### src/rtl/sspc_pkg.sv
// Package for the solvent surface point counter.
// Holds shared widths, codes, the controller state type and the command and status bundles.
// No dependencies.
package sspc_pkg;

    localparam int POS_W   = 24;
    localparam int RAD_W   = 12;
    localparam int SOLV_W  = 11;
    localparam int CNT_W   = 13;
    localparam int AREA_W  = 36;
    localparam int R_W     = 12;
    localparam int X_W     = 26;
    localparam int D_W     = 27;
    localparam int SQ_W    = 54;
    localparam int SUM_W   = 56;
    localparam int PROD_W  = 37;
    localparam int ENT_W   = 3 * POS_W + SOLV_W + 1;
    localparam int COUNT_LIMIT = 8191;

    localparam logic [SOLV_W-1:0] SOLV_RESET = 11'd358;

    typedef enum logic [1:0] {
        ACT_CENTER   = 2'd0,
        ACT_NEIGHBOR = 2'd1,
        ACT_POINT    = 2'd2,
        ACT_FINISH   = 2'd3
    } t_action;

    typedef enum logic [3:0] {
        S_IDLE,
        S_DECODE,
        S_NB_SQ,
        S_NB_CMP,
        S_PT_MUL,
        S_PT_ADD,
        S_SCAN,
        S_DRAIN,
        S_COMMIT,
        S_FIN_SQ,
        S_FIN_MUL,
        S_FIN_OUT
    } t_state;

    typedef struct packed {
        logic accept;
        logic set_center;
        logic nb_load;
        logic nb_commit;
        logic pt_mul;
        logic pt_add;
        logic scan_issue;
        logic pt_commit;
        logic fin_sq;
        logic fin_mul;
        logic out_load;
    } t_cmd;

    typedef struct packed {
        t_action action;
        logic    center_valid;
        logic    vdw_neg;
        logic    cnt_zero;
        logic    scan_last;
        logic    out_free;
    } t_status;

endpackage

### src/rtl/sspc_ctrl.sv
// Controller state machine of the solvent surface point counter.
// Depends on sspc_pkg for the state type and the command and status bundles.
module sspc_ctrl (
    input  logic             i_clk,
    input  logic             i_rst_n,
    input  logic             i_valid,
    output logic             o_stall,
    input  sspc_pkg::t_status i_status,
    output sspc_pkg::t_cmd    o_cmd
);

    sspc_pkg::t_state r_state, n_state;
    logic             r_drain, n_drain;

    // State and drain registers.
    always_ff @(posedge i_clk) begin
        if (!i_rst_n) begin
            r_state <= sspc_pkg::S_IDLE;
            r_drain <= 1'b0;
        end else begin
            r_state <= n_state;
            r_drain <= n_drain;
        end
    end

    // The drain register holds S_DRAIN so the pipeline can settle its flags after the last read.
    assign n_drain = (r_state == sspc_pkg::S_DRAIN) ? ~r_drain : 1'b0;

    // Next state.
    always_comb begin
        n_state = r_state;
        unique case (r_state)
            sspc_pkg::S_IDLE: begin
                if (i_valid) n_state = sspc_pkg::S_DECODE;
            end
            sspc_pkg::S_DECODE: begin
                if (i_status.action == sspc_pkg::ACT_CENTER || !i_status.center_valid) begin
                    n_state = sspc_pkg::S_IDLE;
                end else begin
                    unique case (i_status.action)
                        sspc_pkg::ACT_NEIGHBOR: begin
                            n_state = i_status.vdw_neg ? sspc_pkg::S_IDLE : sspc_pkg::S_NB_SQ;
                        end
                        sspc_pkg::ACT_POINT:  n_state = sspc_pkg::S_PT_MUL;
                        sspc_pkg::ACT_FINISH: n_state = sspc_pkg::S_FIN_SQ;
                        default:              n_state = sspc_pkg::S_IDLE;
                    endcase
                end
            end
            sspc_pkg::S_NB_SQ:  n_state = sspc_pkg::S_NB_CMP;
            sspc_pkg::S_NB_CMP: n_state = sspc_pkg::S_IDLE;
            sspc_pkg::S_PT_MUL: n_state = sspc_pkg::S_PT_ADD;
            sspc_pkg::S_PT_ADD: begin
                n_state = i_status.cnt_zero ? sspc_pkg::S_COMMIT : sspc_pkg::S_SCAN;
            end
            sspc_pkg::S_SCAN: begin
                if (i_status.scan_last) n_state = sspc_pkg::S_DRAIN;
            end
            sspc_pkg::S_DRAIN: begin
                if (r_drain) n_state = sspc_pkg::S_COMMIT;
            end
            sspc_pkg::S_COMMIT:  n_state = sspc_pkg::S_IDLE;
            sspc_pkg::S_FIN_SQ:  n_state = sspc_pkg::S_FIN_MUL;
            sspc_pkg::S_FIN_MUL: n_state = sspc_pkg::S_FIN_OUT;
            sspc_pkg::S_FIN_OUT: begin
                if (i_status.out_free) n_state = sspc_pkg::S_IDLE;
            end
            default: n_state = sspc_pkg::S_IDLE;
        endcase
    end

    // Commands to the datapath.
    always_comb begin
        o_cmd            = '0;
        o_cmd.accept     = (r_state == sspc_pkg::S_IDLE) && i_valid;
        o_cmd.set_center = (r_state == sspc_pkg::S_DECODE) &&
                           (i_status.action == sspc_pkg::ACT_CENTER);
        o_cmd.nb_load    = (r_state == sspc_pkg::S_NB_SQ);
        o_cmd.nb_commit  = (r_state == sspc_pkg::S_NB_CMP);
        o_cmd.pt_mul     = (r_state == sspc_pkg::S_PT_MUL);
        o_cmd.pt_add     = (r_state == sspc_pkg::S_PT_ADD);
        o_cmd.scan_issue = (r_state == sspc_pkg::S_SCAN);
        o_cmd.pt_commit  = (r_state == sspc_pkg::S_COMMIT);
        o_cmd.fin_sq     = (r_state == sspc_pkg::S_FIN_SQ);
        o_cmd.fin_mul    = (r_state == sspc_pkg::S_FIN_MUL);
        o_cmd.out_load   = (r_state == sspc_pkg::S_FIN_OUT) && i_status.out_free;
    end

    assign o_stall = (r_state != sspc_pkg::S_IDLE);

endmodule

### config.mk
export PLATFORM = sky130hd
export DESIGN_NAME = sspc_ctrl
export DESIGN_NICKNAME = d
export VERILOG_FILES = /design/src/rtl/sspc_pkg.sv /design/src/rtl/sspc_ctrl.sv
export SDC_FILE = /design/constraint.sdc
export NUM_CORES = 1
export LEC_CHECK = 0
export BUFFER_PORTS_ARGS = -buffer_cell sky130_fd_sc_hd__buf_4
export CAP_MARGIN = 40
export CELL_PAD_IN_SITES_DETAIL_PLACEMENT = 1
export CELL_PAD_IN_SITES_GLOBAL_PLACEMENT = 1
export CORE_MARGIN = 10
export CORE_UTILIZATION = 26
export CTS_CLUSTER_DIAMETER = 80
export CTS_CLUSTER_SIZE = 40
export DETAILED_ROUTE_END_ITERATION = 8
export PLACE_DENSITY = 0.78
export SYNTH_ARGS = -nofsm -noshare
export SYNTH_HDL_FRONTEND = slang
export SYNTH_SLANG_ARGS = --single-unit
### constraint.sdc
create_clock -name i_clk -period 1.5 [get_ports i_clk]
set_input_delay 0.3 -clock i_clk [delete_from_list [all_inputs] [get_ports i_clk]]
set_output_delay 0.3 -clock i_clk [all_outputs]
set_load 0.01 [all_outputs]
==> results.py <==
metrics = {
    "flow_run": {
        "timing.max_cap.violations": 0,
    },
    "timing": {
        "hold_viol_final": 0,
        "rsz0062_at_grt": "yes",
        "timing.final.crit_share": 1.16,
        "finalWorstPathRequiredPeriod_ns": 1.74,
        "fin_hold_ws_ns": 0.367,
        "setup_ws_ns": -0.236,
        "clock_skew_ns": 0.00104,
        "slew_viol_final": 0,
        "highest_achievable_clock_rate_mhz": 576,
        "worst_pin_slew_ns": 0.485,
        "final_setup_viols": 12,
        "tns_ns": -0.896,
        "max-slew-margin-rel": 0.673,
    },
    "floorplanning": {
        "placeableCoreArea_sq_um": 1730,
        "floorplan.io_pins": 22,
        "die-area_sq_um": 3940,
        "rows": 15,
        "initial_core_util": 0.275,
        "overall_die_height_microns": 62.8,
        "die_width_microns": 62.8,
    },
    "global_routing": {
        "maximum_number_of_pins_on_one_net_before_global_route_repair": 9,
        "grt_usage": 0.117,
        "antenna_violations_before_repair": 0,
        "wire_length_of_the_first_global_routing_pass_microns": 3900,
        "grt_overflow": 0,
        "via_count_of_the_first_global_routing_pass": 756,
    },
    "critical_path": {
        "r2r_cells": 3,
        "regToRegSetupSlack_ns": -0.15,
        "timing.critical_path.fanout_max": 5,
        "worst_path_largest_cell_delay_ns": 0.52,
        "crit-reg2reg-capture": "r_state[3]",
        "timing.critical_path.arrival_ns": 1.44,
        "timing.critical_path.cells": "or4b_4 > nor3_4 > buf_6",
        "cp-start-kind": "register",
        "critical_path_class": "reg2out",
        "worst_setup_path_end_kind": "output port",
        "r2r_start": "r_state[0]",
        "cp.required_ns": 1.20,
        "cp_slowest_cell": "or4b_4",
    },
    "routing": {
        "wl_microns": 2990,
        "drt-initial-drc-count": 26,
        "drt-pass1-iter-count": 4,
        "remaining_drc_errors": 0,
        "routed_wire_length_per_instance_microns": 21.8,
        "via_count": 752,
        "final_ant_viol_nets": 0,
        "vias_per_cell": 5.49,
    },
    "yosys": {
        "synth.net_count": 79,
        "syn-instance-count": 69,
        "post_synth.cell_area_avg_sq_um": 6.89,
        "synth-edff-count": 0,
        "synth.top_cells.by_area": "dfxtp_1, nor3_1, nand2b_1, nor2_1, nand2_1",
        "synth_top_flop_cell": "dfxtp_1",
        "cell_taking_the_most_area_after_synthesis": "dfxtp_1",
        "syn_area_sq_um": 475,
        "postSynth.asyncResetShare": 0,
        "synth_common_cells": "nor2_1, nor3_1, nand2_1, nand2b_1, dfxtp_1",
        "yosysSeqAreaShare": 0.211,
        "netlist-cell-type-count": 29,
        "ys_seq_elements": 5,
        "synth_top_area_frac": 0.211,
        "yosys_warnings": 0,
    },
    "run_status": {
        "violations": "negative setup slack",
        "run_status": "finished with violations",
    },
    "finish": {
        "final_net_count": 123,
        "final_util": 0.629,
        "postLayoutCellArea_sq_um": 1090,
        "drive_above_1_share": 0.688,
        "antennaDiodeCount": 0,
        "area_growth_syn_to_layout_pct": 128,
    },
    "placed_design": {
        "hpwl_microns": 1550,
        "place.port_buffers": 21,
        "instance_area_at_placement_sq_um": 753,
        "gpl.final_weighted_congestion": 0.738,
    },
    "min_path": {
        "worstHoldPathCells": 3,
        "holdCritPathClass": "in2reg",
        "hold_start": "i_rst_n",
        "worst_hold_path.endpoint": "r_state[3]",
    },
    "clocking": {
        "clk_transition_reported_paths_ns": 0.04,
        "max-clock-path-buffers": 2,
        "tritoncts": "yes",
        "hold_buffers": 0,
        "clk_root_buffer_cell": "clkbuf_4",
        "cts-htree-levels": 1,
        "clock_buffers_created_by_tritoncts": 3,
        "worst_skew_pair.late_latency_ns": 0.24,
        "cts_sinks": 5,
    },
    "pwr": {
        "power_leakage_nw": 0.447,
        "power.total_uw": 518,
        "power_density_nw_per_um2": 477,
        "worst_vdd_ir_uv": 368,
    },
}
worst max path at each step:
stage,from,endpoint,slack (ns)
final,r_state[0],o_cmd[9],-0.24
after global placement,r_state[3],r_state[2],-0.02
after global routing,r_state[0],o_cmd[9],-0.28
after detailed placement,r_state[0],r_state[3],-0.06
after floorplan,r_state[2],r_state[3],0.008
after CTS,r_state[3],o_cmd[9],-0.15
final cells by class:
cell class,count,area (sq um)
inverters,3,11.3
clock buffers,4,26.3
well taps,25,31.3
flip-flops and latches,5,105
multi-input cells,57,537
repair buffers,43,375
fillers,200,641
critical path, delay by kind of cell, from the launching register on:
family	cells	cell delay (ns)
and+or+nand+nor	2	0.68
buffers and inverters	1	0.13
DFF	1	0.38
power by group:
| group | total [mW] | switching (mW) | internal (mW) |
|---|---|---|---|
| combinational | 0.215 | 0.111 | 0.104 |
| clock | 0.155 | 0.0546 | 0.101 |
| sequential | 0.147 | 0.00783 | 0.139 |
metal layers:
layer | part of all wire | vias to the layer above | global-route usage
li1 | - | 346 | -
met3 | 0.035 | 4 | 0.0143
met4 | 0.016 | 0 | 0.0335
met1 | 0.42 | 381 | 0.141
met5 | 0 | - | 0
met2 | 0.52 | 21 | 0.208
repair_timing:
action,4_1_cts,5_1_grt
pin swaps,7,7
endpoints found under the setup margin,15,16
setup buffers,3,5
gates resized for setup,28,27
metrics by stage:
step | worst slack, ns | std cells
4_1_cts | -0.151 | 132
5_1_grt | -0.281 | 137
3_5_place_dp | -0.0604 | 125
6_report | -0.236 | 137
3_3_place_gp | -0.0216 | 125
2_1_floorplan | 0.00761 | 69
state kept, by name, indices dropped and copies added (netlist names):
signal   cells
r_state      4
r_drain      1
layout by cell type (no fill, tap or decap), types with 2 or more instances in the layout:
master / n
buf_6: 12
dfxtp_2: 4
nand4b_1: 2
clkbuf_4: 3
nor3_2: 5
inv_1: 3
nand2_1: 5
a21o_1: 2
o21ai_1: 2
nor2_4: 6
buf_4: 30
nand2b_1: 2
o22ai_1: 2
a21oi_1: 3
nand2b_4: 4
nor2_1: 2
nor3_4: 2
cells by family (layout without fill, tap and decap cells):
logic type             after synthesis  after routing  share of synthesized area
AND/OR/NAND/NOR                     39             39                      0.455
AO/OA/AOI/OAI                       17             17                      0.255
buffers and inverters                7             50                     0.0579
flip-flops                           5              5                      0.211
multiplexers                         1              1                     0.0211
(Power assumes the default switching activity.)
